==> src/rtl/core/sps_pkg.sv <==
`timescale 1ns / 1ps
`default_nettype none
// ----------------------------------------------------------------------------
// sps_pkg: shared types and constants of the servo pulse scheduler
// transaction kinds, sequencer states and fixed sizes of the channel tables
// ----------------------------------------------------------------------------
package sps_pkg;

	localparam int NUM_CH  = 8;
	localparam int CH_W    = 3;
	localparam int TICK_W  = 16;
	localparam int LEN_W   = 4;

	localparam logic [TICK_W-1:0] PERIOD_RESET = 16'd20000;

	typedef enum logic [1:0] {
		KIND_TICK = 2'd0,
		KIND_SET  = 2'd1,
		KIND_SYNC = 2'd2
	} kind_t;

	typedef enum logic [1:0] {
		ST_IDLE   = 2'd0,
		ST_SCAN   = 2'd1,
		ST_SEARCH = 2'd2,
		ST_RESULT = 2'd3
	} state_t;

endpackage

`default_nettype wire

==> src/rtl/core/servo_pulse_scheduler_unit.sv <==
// sequence: a tick, a width write or a rejected sync goes from idle straight to the result
//   state; an accepted sync walks all 8 channels, scanning each one and running a binary
//   search and insert for each enabled channel, then goes to the result state
// input: a new transaction is taken only in idle, once the result state has loaded its result;
//   a sync holds in_ready low for the whole walk through the shared comparator
// reset: arst_n clears levels, counter, tables lengths and widths at once; period = 20000
`timescale 1ns / 1ps
`default_nettype none
// ----------------------------------------------------------------------------
// servo_pulse_scheduler_unit: multichannel servo pulse generator
// keeps a width per channel, builds a sorted step table on sync with one
// shared comparator, and raises / clears the channel outputs per frame
// ----------------------------------------------------------------------------
module servo_pulse_scheduler_unit (
	input  wire                              clk,
	input  wire                              arst_n,
	// input transactions
	input  wire                              in_valid,
	output logic                             in_ready,
	input  wire  [1:0]                       kind,
	input  wire  [sps_pkg::CH_W-1:0]         channel,
	input  wire  [sps_pkg::TICK_W-1:0]       width,
	// result transactions
	output logic                             out_valid,
	input  wire                              out_ready,
	output logic [sps_pkg::NUM_CH-1:0]       pulse_levels,
	output logic                             sync_rejected,
	output logic [sps_pkg::LEN_W-1:0]        table_entries,
	// period register
	input  wire                              cfg_wr_en,
	input  wire  [sps_pkg::TICK_W-1:0]       cfg_wr_data
);
	import sps_pkg::*;

	// sequencer
	state_t state_q, state_d;

	// configuration and channel widths
	logic [TICK_W-1:0] period_q;
	logic [TICK_W-1:0] chan_w_q [NUM_CH];

	// build table (back bank) and active table
	logic [TICK_W-1:0] work_cmp_q [NUM_CH];
	logic [NUM_CH-1:0] work_msk_q [NUM_CH];
	logic [TICK_W-1:0] act_cmp_q  [NUM_CH];
	logic [NUM_CH-1:0] act_msk_q  [NUM_CH];
	logic [LEN_W-1:0]  pend_len_q;
	logic [LEN_W-1:0]  act_len_q;
	logic              pending_q;

	// frame state
	logic [NUM_CH-1:0] en_mask_q;
	logic [CH_W-1:0]   step_q;
	logic [TICK_W-1:0] cnt_q;
	logic [NUM_CH-1:0] lvl_q;
	logic              rej_q;

	// build walk registers
	logic [CH_W-1:0]   ch_q;
	logic [LEN_W-1:0]  lo_q;
	logic [LEN_W-1:0]  hi_q;

	// result register
	logic              out_valid_q;
	logic [NUM_CH-1:0] pulse_levels_q;
	logic              sync_rejected_q;
	logic [LEN_W-1:0]  table_entries_q;

	// sequencer controls
	logic in_acc;
	logic do_tick;
	logic do_set;
	logic start_sync;
	logic do_reject;
	logic scan_hit;
	logic srch_lt;
	logic srch_gt;
	logic srch_eq;
	logic do_insert;
	logic advance;
	logic finish_build;
	logic load_out;

	// shared comparator path
	logic [TICK_W-1:0] cur_w;
	logic [NUM_CH-1:0] ch_bit;
	logic [LEN_W-1:0]  mid_sum;
	logic [CH_W-1:0]   mid_idx;
	logic [TICK_W-1:0] cmp_mid;
	logic              ch_done;

	// tick path
	logic [TICK_W:0]   cnt_inc;
	logic              wrap;
	logic              swap;
	logic [TICK_W-1:0] cnt_n;
	logic [NUM_CH-1:0] lvl_raise;
	logic [CH_W-1:0]   step_base;
	logic [LEN_W-1:0]  len_eff;
	logic [TICK_W-1:0] cmp_eff;
	logic [NUM_CH-1:0] msk_eff;
	logic              hit;
	logic [LEN_W-1:0]  step_inc;
	logic [NUM_CH-1:0] lvl_n;
	logic [CH_W-1:0]   step_n;

	assign in_ready      = (state_q == ST_IDLE);
	assign in_acc        = in_valid && in_ready;
	assign out_valid     = out_valid_q;
	assign pulse_levels  = pulse_levels_q;
	assign sync_rejected = sync_rejected_q;
	assign table_entries = table_entries_q;

	// one compare per cycle against the midpoint of the search window
	assign cur_w   = chan_w_q[ch_q];
	assign ch_bit  = NUM_CH'(1) << ch_q;
	assign mid_sum = lo_q + hi_q;
	assign mid_idx = mid_sum[LEN_W-1:1];
	assign cmp_mid = work_cmp_q[mid_idx];
	assign ch_done = (ch_q == CH_W'(NUM_CH - 1));

	// frame counter advance; a pending table takes over at the wrap
	always_comb begin
		cnt_inc   = {1'b0, cnt_q} + (TICK_W + 1)'(1);
		wrap      = (cnt_inc >= {1'b0, period_q});
		swap      = wrap && pending_q;
		cnt_n     = wrap ? '0 : cnt_inc[TICK_W-1:0];
		lvl_raise = wrap ? (lvl_q | en_mask_q) : lvl_q;
		step_base = wrap ? '0 : step_q;
		len_eff   = swap ? pend_len_q : act_len_q;
		// after a swap the step is zero, so only the first build entry matters
		cmp_eff   = swap ? work_cmp_q[0] : act_cmp_q[step_base];
		msk_eff   = swap ? work_msk_q[0] : act_msk_q[step_base];
		hit       = (len_eff != '0) && ({1'b0, step_base} < len_eff) && (cnt_n == cmp_eff);
		step_inc  = {1'b0, step_base} + LEN_W'(1);
		lvl_n     = hit ? (lvl_raise & ~msk_eff) : lvl_raise;
		step_n    = (hit && (step_inc < len_eff)) ? step_inc[CH_W-1:0] : step_base;
	end

	// state register
	always_ff @(posedge clk or negedge arst_n) begin
		if (!arst_n) begin
			state_q <= ST_IDLE;
		end else begin
			state_q <= state_d;
		end
	end

	// next state and controls
	always_comb begin
		state_d      = state_q;
		do_tick      = 1'b0;
		do_set       = 1'b0;
		start_sync   = 1'b0;
		do_reject    = 1'b0;
		scan_hit     = 1'b0;
		srch_lt      = 1'b0;
		srch_gt      = 1'b0;
		srch_eq      = 1'b0;
		do_insert    = 1'b0;
		advance      = 1'b0;
		finish_build = 1'b0;
		load_out     = 1'b0;
		case (state_q)
			ST_IDLE: begin
				if (in_acc) begin
					state_d = ST_RESULT;
					case (kind)
						KIND_TICK: do_tick = 1'b1;
						KIND_SET:  do_set  = 1'b1;
						KIND_SYNC: begin
							if (pending_q) begin
								do_reject = 1'b1;
							end else begin
								start_sync = 1'b1;
								state_d    = ST_SCAN;
							end
						end
						default: ;
					endcase
				end
			end
			ST_SCAN: begin
				// disabled channels are skipped without a search
				if (cur_w == '0) begin
					advance = 1'b1;
				end else begin
					scan_hit = 1'b1;
					state_d  = ST_SEARCH;
				end
			end
			ST_SEARCH: begin
				if (lo_q < hi_q) begin
					if (cur_w < cmp_mid) begin
						srch_lt = 1'b1;
					end else if (cur_w > cmp_mid) begin
						srch_gt = 1'b1;
					end else begin
						// equal width joins the existing step
						srch_eq = 1'b1;
						advance = 1'b1;
					end
				end else begin
					do_insert = 1'b1;
					advance   = 1'b1;
				end
			end
			ST_RESULT: begin
				if (!out_valid_q || out_ready) begin
					load_out = 1'b1;
					state_d  = ST_IDLE;
				end
			end
			default: state_d = ST_IDLE;
		endcase
		if (advance) begin
			if (ch_done) begin
				finish_build = 1'b1;
				state_d      = ST_RESULT;
			end else begin
				state_d = ST_SCAN;
			end
		end
	end

	// control and frame state
	always_ff @(posedge clk or negedge arst_n) begin
		if (!arst_n) begin
			period_q    <= PERIOD_RESET;
			for (int i = 0; i < NUM_CH; i++) begin
				chan_w_q[i] <= '0;
			end
			pend_len_q  <= '0;
			act_len_q   <= '0;
			pending_q   <= 1'b0;
			en_mask_q   <= '0;
			step_q      <= '0;
			cnt_q       <= '0;
			lvl_q       <= '0;
			rej_q       <= 1'b0;
			ch_q        <= '0;
			lo_q        <= '0;
			hi_q        <= '0;
			out_valid_q <= 1'b0;
		end else begin
			if (cfg_wr_en) begin
				period_q <= cfg_wr_data;
			end
			if (in_acc) begin
				rej_q <= do_reject;
			end
			if (do_set) begin
				chan_w_q[channel] <= width;
			end
			if (do_tick) begin
				cnt_q  <= cnt_n;
				lvl_q  <= lvl_n;
				step_q <= step_n;
				if (swap) begin
					act_len_q <= pend_len_q;
					pending_q <= 1'b0;
				end
			end
			if (start_sync) begin
				pend_len_q <= '0;
				en_mask_q  <= '0;
				ch_q       <= '0;
			end
			if (scan_hit) begin
				en_mask_q <= en_mask_q | ch_bit;
				lo_q      <= '0;
				hi_q      <= pend_len_q;
			end
			if (srch_lt) begin
				hi_q <= {1'b0, mid_idx};
			end
			if (srch_gt) begin
				lo_q <= {1'b0, mid_idx} + LEN_W'(1);
			end
			if (do_insert) begin
				pend_len_q <= pend_len_q + LEN_W'(1);
			end
			if (advance) begin
				ch_q <= ch_q + CH_W'(1);
			end
			if (finish_build) begin
				pending_q <= 1'b1;
			end
			if (load_out) begin
				out_valid_q <= 1'b1;
			end else if (out_ready) begin
				out_valid_q <= 1'b0;
			end
		end
	end

	// step tables, written only by the build walk and the frame swap
	always_ff @(posedge clk) begin
		if (srch_eq) begin
			work_msk_q[mid_idx] <= work_msk_q[mid_idx] | ch_bit;
		end
		if (do_insert) begin
			// open a slot at lo by moving the tail up one place
			for (int k = 1; k < NUM_CH; k++) begin
				if ((LEN_W'(k) > lo_q) && (LEN_W'(k) <= pend_len_q)) begin
					work_cmp_q[k] <= work_cmp_q[k-1];
					work_msk_q[k] <= work_msk_q[k-1];
				end
			end
			work_cmp_q[lo_q[CH_W-1:0]] <= cur_w;
			work_msk_q[lo_q[CH_W-1:0]] <= ch_bit;
		end
		if (do_tick && swap) begin
			for (int k = 0; k < NUM_CH; k++) begin
				act_cmp_q[k] <= work_cmp_q[k];
				act_msk_q[k] <= work_msk_q[k];
			end
		end
	end

	// result payload
	always_ff @(posedge clk) begin
		if (load_out) begin
			pulse_levels_q  <= lvl_q;
			sync_rejected_q <= rej_q;
			table_entries_q <= act_len_q;
		end
	end

endmodule

`default_nettype wire

==> config.mk <==
export PLATFORM = sky130hd
export DESIGN_NAME = servo_pulse_scheduler_unit
export DESIGN_NICKNAME = d
export VERILOG_FILES = /design/src/rtl/core/sps_pkg.sv /design/src/rtl/core/servo_pulse_scheduler_unit.sv
export SDC_FILE = /design/constraint.sdc
export NUM_CORES = 1
export LEC_CHECK = 0
export BUFFER_PORTS_ARGS = -buffer_cell sky130_fd_sc_hd__buf_2
export CAP_MARGIN = 20
export CORE_UTILIZATION = 55
export DETAILED_ROUTE_END_ITERATION = 8
export GPL_TIMING_DRIVEN = 0
export PLACE_DENSITY_LB_ADDON = 0.12
export SLEW_MARGIN = 20
export SYNTH_ARGS = -nofsm -noshare
export SYNTH_HDL_FRONTEND = slang
export SYNTH_SLANG_ARGS = --single-unit
==> constraint.sdc <==
create_clock -name clk -period 14 [get_ports clk]
set_input_delay 0.7 -clock clk [delete_from_list [all_inputs] [get_ports clk]]
set_output_delay 0.7 -clock clk [all_outputs]
set_load 0.05 [all_outputs]
==> flow_metrics.tcl, run 1 <==
set metrics [dict create \
    outcome "complete, no violations" \
    drv_cap 0 \
    yosys_warnings 0 \
    async_flop_share 0.338 \
    synth_top_area_share 0.422 \
    finalSetupViolations 0 \
    htree_levels 2 \
    cpMostUsedCell "clkbuf_1" \
    drt_iter0_markers 2343 \
    core_area_um2 50500 \
    yosysTopAreaCell "edfxtp_1" \
    clock_skew_ps 29.3 \
    synthCells 2184 \
    cp_cell_sequence "clkbuf_1 > and2_1 > fa_1 > buf_2 > clkbuf_1 > buf_1 > clkbuf_1 > mux4_2 > mux2i_1 > ha_1 > and4_1 > nand3_1 > o21ai_0 > a211oi_1 > o21ai_0 > nand2_1 > o21ai_1" \
    worst_pin_slew_ps 1170 \
    post-route-period-util 0.562 \
    powerDensity_nw_per_um2 193 \
    seq_area_frac_synth 0.602 \
    antennaDiodeCount 0 \
    fin_area_um2 31800 \
    worstPathRequired_ps 14250 \
    synth_edf_count 397 \
    grt_max_degree 89 \
    via_per_inst 6.28 \
    drive_gt1_frac 0.188 \
    antenna_found_initial 3 \
    clock_latency_ps 640 \
    slowest_stage "clkbuf_1" \
    wirelength_um 78100 \
    io_buffers 54 \
    cts_tree "yes" \
    dpl.hpwl_um 57300 \
    synth_nets 2284 \
    worst_hold_path_type "input port to register" \
    path_clk_slew_ps 60 \
    critical-path-max-stage-delay_ps 830 \
    rsz0062_at_grt "false" \
    finalMaxSlewViolations 0 \
    grtUsageTotal 0.302 \
    syn_to_final_growth_pct 12.4 \
    slew_headroom 0.213 \
    cts_sinks 600 \
    grt_pass1_vias 18900 \
    vias 19100 \
    synthTopCellsByArea "edfxtp_1 42%, dfrtp_1 18%, mux4_2 6.9%" \
    start_util 0.560 \
    fin_crit_ps 7860 \
    cts_setup_buffers 0 \
    peakVddDrop_v 0.000111 \
    cts_made_buffers 60 \
    place_area_um2 29700 \
    max_freq_mhz 127 \
    crit_path_start "lo_q[0]" \
    dieArea_um2 52300 \
    drt_pass1_iterations 6 \
    p_leak_uw 0.0128 \
    grt_pass1_wl_um 118000 \
    synth.cell_area_um2 28300 \
    critPathArrivalTime_ps 8110 \
    clock-root-buffer "clkbuf_16" \
    num_rows 82 \
    critical_path.top_delay_family "buffers and inverters" \
    crit_buf_inv 5 \
    wl_per_cell_um 25.7 \
    layout_common_cells "397 x edfxtp_1, 221 x nand2_1, 198 x dfrtp_1, 178 x a21oi_1, 156 x nor2_1" \
    die_h_um 229 \
    ioPinCount 57 \
    nFillCells 3922 \
    min_from "cfg_wr_data[7]" \
    worst_setup_path_end_kind "register" \
    ant_nets 0 \
    postSynthAreaPerCell_um2 12.9 \
    clockBufferDepth 3 \
    crit_type "register to register" \
    nets 2417 \
    post_synth_num_cell_types 78 \
    yosys_most_used_dff "edfxtp_1" \
    fin_util 0.629 \
    cp-start-kind "register" \
    gp_congestion 0.935 \
    total_power_uw 6130 \
    finalHoldViolCount 0 \
    overflow 0 \
    ys_ff_latch 600 \
    fp.dieW_um 229 \
    reg2reg_from "lo_q[0]" \
    route.detailed.drc 0 \
    multi_input_area_um2 10600 \
    regArea_um2 17000 \
    crit_fanout 10 \
    mostFrequentLayoutCell "edfxtp_1" \
]
[layer usage]
metal | GRT usage | wire length (um) | up-vias
li1 | - | - | 8473
met1 | 0.426 | 32100 | 9542
met2 | 0.469 | 35900 | 962
met3 | 0.0689 | 8110 | 127
met4 | 0.0935 | 2010 | 2
met5 | 0 | 12 | -
[worst register-to-register path, cell delays in order, from the launching register on]
cell and delay, ps:
dfrtp_1 350, clkbuf_1 220, and2_1 230, fa_1 520, buf_2 380, clkbuf_1 710, buf_1 780, clkbuf_1 830
mux4_2 640, mux2i_1 160, ha_1 160, and4_1 190, nand3_1 110, o21ai_0 460, a211oi_1 160, o21ai_0 490
nand2_1 290, o21ai_1 800
[Yosys cell counts, types with 7 or more instances]
master and instances:
buf_1 9, mux4_2 86, clkbuf_1 110, nand2b_1 15, ha_1 57, nand3_1 35, inv_1 67, edfxtp_1 397
and3_1 20, o21ai_0 142, dfrtp_1 198, a221oi_1 9, nand4_1 10, nand2_1 221, nor2_1 157, nor3_1 14
and2_1 14, o31ai_1 8, xnor2_1 16, a21o_1 13, mux2_2 142, o211ai_1 7, mux2i_1 83, a21oi_1 178
a31oi_1 10, a211oi_1 27
[flip-flops by register name, summed over array words and instances (netlist names), 3 cells and up]
signal / flops
act_cmp_q: 128
act_len_q: 4
act_msk_q: 64
ch_q: 3
chan_w_q: 128
cnt_q: 16
en_mask_q: 8
hi_q: 4
lo_q: 4
lvl_q: 8
pend_len_q: 4
period_q: 16
pulse_levels: 8
step_q: 3
table_entries: 4
work_cmp_q: 128
work_msk_q: 64
[timing repair]
item	in CTS	in global routing
gates resized for setup	0	0
hold buffers	1	0
hold endpoints to repair	49	0
[cell type report]
class	count	share of cell area
flip-flops and latches	600	0.535
well taps	672	0.0265
inverters	71	0.00839
plain buffers	126	0.0155
clock inverters	17	0.00394
clock buffers	96	0.0589
multi-input cells	1387	0.334
repair buffers	71	0.0180
[worst paths after layout]
check	end	slack [ps]	cells after the start
setup reg to reg	work_msk_q[7][2]	6140	17
setup / recovery	work_msk_q[7][2]	6140	17
hold / removal	period_q[7]	290	3
max in group asynchronous	chan_w_q[87]	12270	4
hold reg to reg	act_cmp_q[7][6]	440	0
min in group asynchronous	period_q[3]	580	2
[logic make-up (layout without fill, tap and decap cells)]
logic type / after synthesis / count (layout) / share of synthesized area
DFF: 600 / 600 / 0.602
xor gates and xnor gates: 22 / 22 / 0.00681
muxes: 313 / 313 / 0.155
and+or+nand+nor: 533 / 533 / 0.0855
buffers and inverters: 197 / 381 / 0.0268
adders and majority gates: 58 / 58 / 0.0259
AOI/OAI and AO/OA: 461 / 461 / 0.0983
[power by group]
part | internal [uW] | leakage, uW | switching [uW]
registers | 2310 | 0.00629 | 181
logic | 779 | 0.00555 | 1240
clock network | 930 | 0.000997 | 685
[stage by stage]
step / setup TNS, ps / hold slack [ps] / std cells / setup slack [ps]
after global placement: -467170 / 422 / 2910 / -3100
after detailed placement: 0 / 430 / 2925 / 6090
after floorplan: 0 / 404 / 2184 / 1490
after CTS: 0 / 273 / 3039 / 6090
final: 0 / 289 / 3040 / 6140
after global routing: 0 / 299 / 3040 / 5630
No activity file was read; power rests on OpenSTA's default activity.
==> inputs of run 2 (changes only) <==
--- a/config.mk
+++ b/config.mk
@@ -5,6 +5,7 @@
 export SDC_FILE = /design/constraint.sdc
 export NUM_CORES = 1
 export LEC_CHECK = 0
+export ABC_AREA = 1
 export BUFFER_PORTS_ARGS = -buffer_cell sky130_fd_sc_hd__buf_2
 export CAP_MARGIN = 20
 export CORE_UTILIZATION = 55
==> constraint.sdc (replaced) <==
create_clock -name clk -period 6.7 [get_ports clk]
set_input_delay 0.335 -clock clk [delete_from_list [all_inputs] [get_ports clk]]
set_output_delay 0.335 -clock clk [all_outputs]
set_load 0.05 [all_outputs]
==> run 2 against run 1 <==
Non-clock buffer count is 64 higher; die area is 2.5% higher; register-to-register slack worse by 5800 ps; synthesized area is 2.5% higher; wire length is 25% higher; first-iteration DRC count is 45% higher; via count is 28% higher; sequential cell count stayed put; critical path depth is 3 higher; clock power is 120% higher; clock-buffer cell count is 4 higher; highest routed layer is now met4.
==> flow_metrics.tcl, run 2 <==
set metrics [dict create \
    drt_pass1_iterations 6 \
    async_flop_share 0.338 \
    num_rows 83 \
    crit_fanout 10 \
    clock-root-buffer "clkbuf_16" \
    wirelength_um 97600 \
    cp-start-kind "register" \
    mostFrequentLayoutCell "nand2_1" \
    nets 3313 \
    fin_crit_ps 6400 \
    worstPathRequired_ps 7050 \
    synth_nets 3148 \
    vias 24400 \
    final_cells 3940 \
    fp.dieW_um 232 \
    synthTopCellsByCount "774 x nand2_1, 478 x o21ai_0, 397 x edfxtp_1" \
    synth_top_area_share 0.411 \
    grt_pass1_wl_um 144000 \
    wl_per_cell_um 24.8 \
    ioPinCount 57 \
    slew_headroom 0.177 \
    synthCells 3048 \
    clock_skew_ps 23.6 \
    slowest_stage "o21ai_0" \
    yosys_warnings 0 \
    antenna_found_initial 0 \
    max_freq_mhz 156 \
    drv_cap 0 \
    drive_gt1_frac 0.0911 \
    htree_levels 3 \
    clock_latency_ps 610 \
    finalHoldViolCount 0 \
    grt_pass1_vias 23300 \
    synthTopCellsByArea "edfxtp_1 41%, dfrtp_1 17%, nand2_1 10%" \
    path_clk_slew_ps 60 \
    fin_util 0.634 \
    crit_type "register to register" \
    seq_area_frac_synth 0.587 \
    clockBufferDepth 3 \
    worst_pin_slew_ps 1230 \
    dieArea_um2 53600 \
    worst_setup_path_end_kind "register" \
    drt_iter0_markers 3404 \
    grt_max_degree 101 \
    ys_ff_latch 600 \
    postSynthAreaPerCell_um2 9.51 \
    die_h_um 232 \
    finalSetupViolations 0 \
    yosysTopAreaCell "edfxtp_1" \
    antennaDiodeCount 0 \
    io_buffers 56 \
    yosysMostFrequentCell "nand2_1" \
    route.detailed.drc 0 \
    synth_edf_count 397 \
    reg_top3 "act_cmp_q (128), chan_w_q (128), work_cmp_q (128)" \
    dpl.cell_count 3804 \
    dpl.hpwl_um 68500 \
    yosys_most_used_dff "edfxtp_1" \
    cts_made_buffers 66 \
    start_util 0.560 \
    p_leak_uw 0.0135 \
    post_synth_num_cell_types 60 \
    rsz0062_at_grt "false" \
    worst_hold_path_type "input port to register" \
    layout_common_cells "774 x nand2_1, 470 x o21ai_0, 397 x edfxtp_1, 254 x inv_1, 198 x dfrtp_1" \
    cts_sinks 600 \
    peakVddDrop_v 0.000334 \
    gp_congestion 1.00 \
    fin_tns_setup_ps 0 \
    critPathArrivalTime_ps 6750 \
    overflow 0 \
    critical-path-max-stage-delay_ps 570 \
    syn_to_final_growth_pct 13.1 \
    ant_nets 0 \
    outcome "complete, no violations" \
    powerDensity_nw_per_um2 474 \
    cp_cell_sequence "nand2_1 > inv_1 > fa_1 > clkbuf_1 > clkbuf_2 > clkbuf_2 > clkbuf_1 > o211ai_1 > a31oi_1 > ha_1 > nand2_1 > nor2_1 > a211oi_1 > o221a_2 > and2_1 > nor2_1 > o21ai_0 > or2_2 > o21ai_1 > buf_4" \
    via_per_inst 6.19 \
    core_area_um2 51700 \
    cts_tree "yes" \
    grtUsageTotal 0.367 \
    synth.cell_area_um2 29000 \
    finalMaxSlewViolations 0 \
    post-route-period-util 0.955 \
]
[run 2: final timing paths]
path,startpoint,to,slack (ps),depth (start not counted)
setup / recovery,lo_q[0],work_msk_q[1][7],300,20
hold / removal,in_valid,rej_q,10,3
setup reg to reg,lo_q[0],work_msk_q[1][7],300,20
hold reg to reg,work_msk_q[6][1],act_msk_q[6][1],440,0
max in group asynchronous,arst_n,period_q[5],5270,4
min in group asynchronous,arst_n,step_q[1],160,2
[run 2: timing repair]
item,4_1_cts,5_1_grt
buffers inserted,0,3
hold buffers,18,0
endpoints found under the hold margin,126,0
resized for setup,3,10
endpoints found under the setup margin,39,50
[run 2: worst max-delay path, delay by kind of cell, from the launching register on]
family | cells | cell delay (ps)
buffers and inverters | 6 | 2230
AOI/OAI and AO/OA | 6 | 1850
adders and majority gates | 2 | 840
and+or+nand+nor | 6 | 790
DFF | 1 | 420
[run 2: kinds of logic (layout without fill, tap and decap cells)]
| kind of cell | count (synthesis) | in the layout | share of synthesized area |
|---|---|---|---|
| compound gates | 698 | 698 | 0.134 |
| xor+xnor | 14 | 14 | 0.00423 |
| fa+ha+maj | 58 | 58 | 0.0253 |
| buf+inv | 434 | 646 | 0.0614 |
| flops | 600 | 600 | 0.587 |
| mux | 32 | 32 | 0.0117 |
| simple gates | 1212 | 1212 | 0.176 |
[run 2: stage by stage]
| step | power [uW] | hold slack (ps) | worst slack, ps | cell area (um^2) |
|---|---|---|---|---|
| after floorplan | 9300 | 39.4 | 532 | 29000 |
| after global routing | 16300 | 36.3 | 82.3 | 32800 |
| after global placement | 11500 | 428 | -1590 | 30100 |
| final | 15500 | 14.5 | 302 | 32800 |
| after CTS | 15300 | 2.83 | 114 | 32700 |
| after detailed placement | 11800 | 168 | -72.3 | 30500 |
[run 2: report_power, final]
group	total (uW)	switching (uW)	internal, uW
combinational	6760	4850	1910
sequential	5270	374	4890
clock	3520	1510	2010
[run 2: final cells by class]
type | instances | area, um^2
timing repair buffer | 98 | 832
inverter | 270 | 1020
sequential | 600 | 17000
tap | 680 | 851
clock inverter | 15 | 75.1
buffer | 163 | 764
multi-input combinational | 2014 | 10300
fill | 4325 | 18900
clock buffer | 100 | 1960
[run 2: routing by layer]
layer,up-vias,share of wire,GRT usage
met5,-,0,0
met4,0,0.059,0.207
met3,327,0.10,0.0673
met2,1503,0.45,0.572
met1,11700,0.38,0.487
li1,10800,-,-
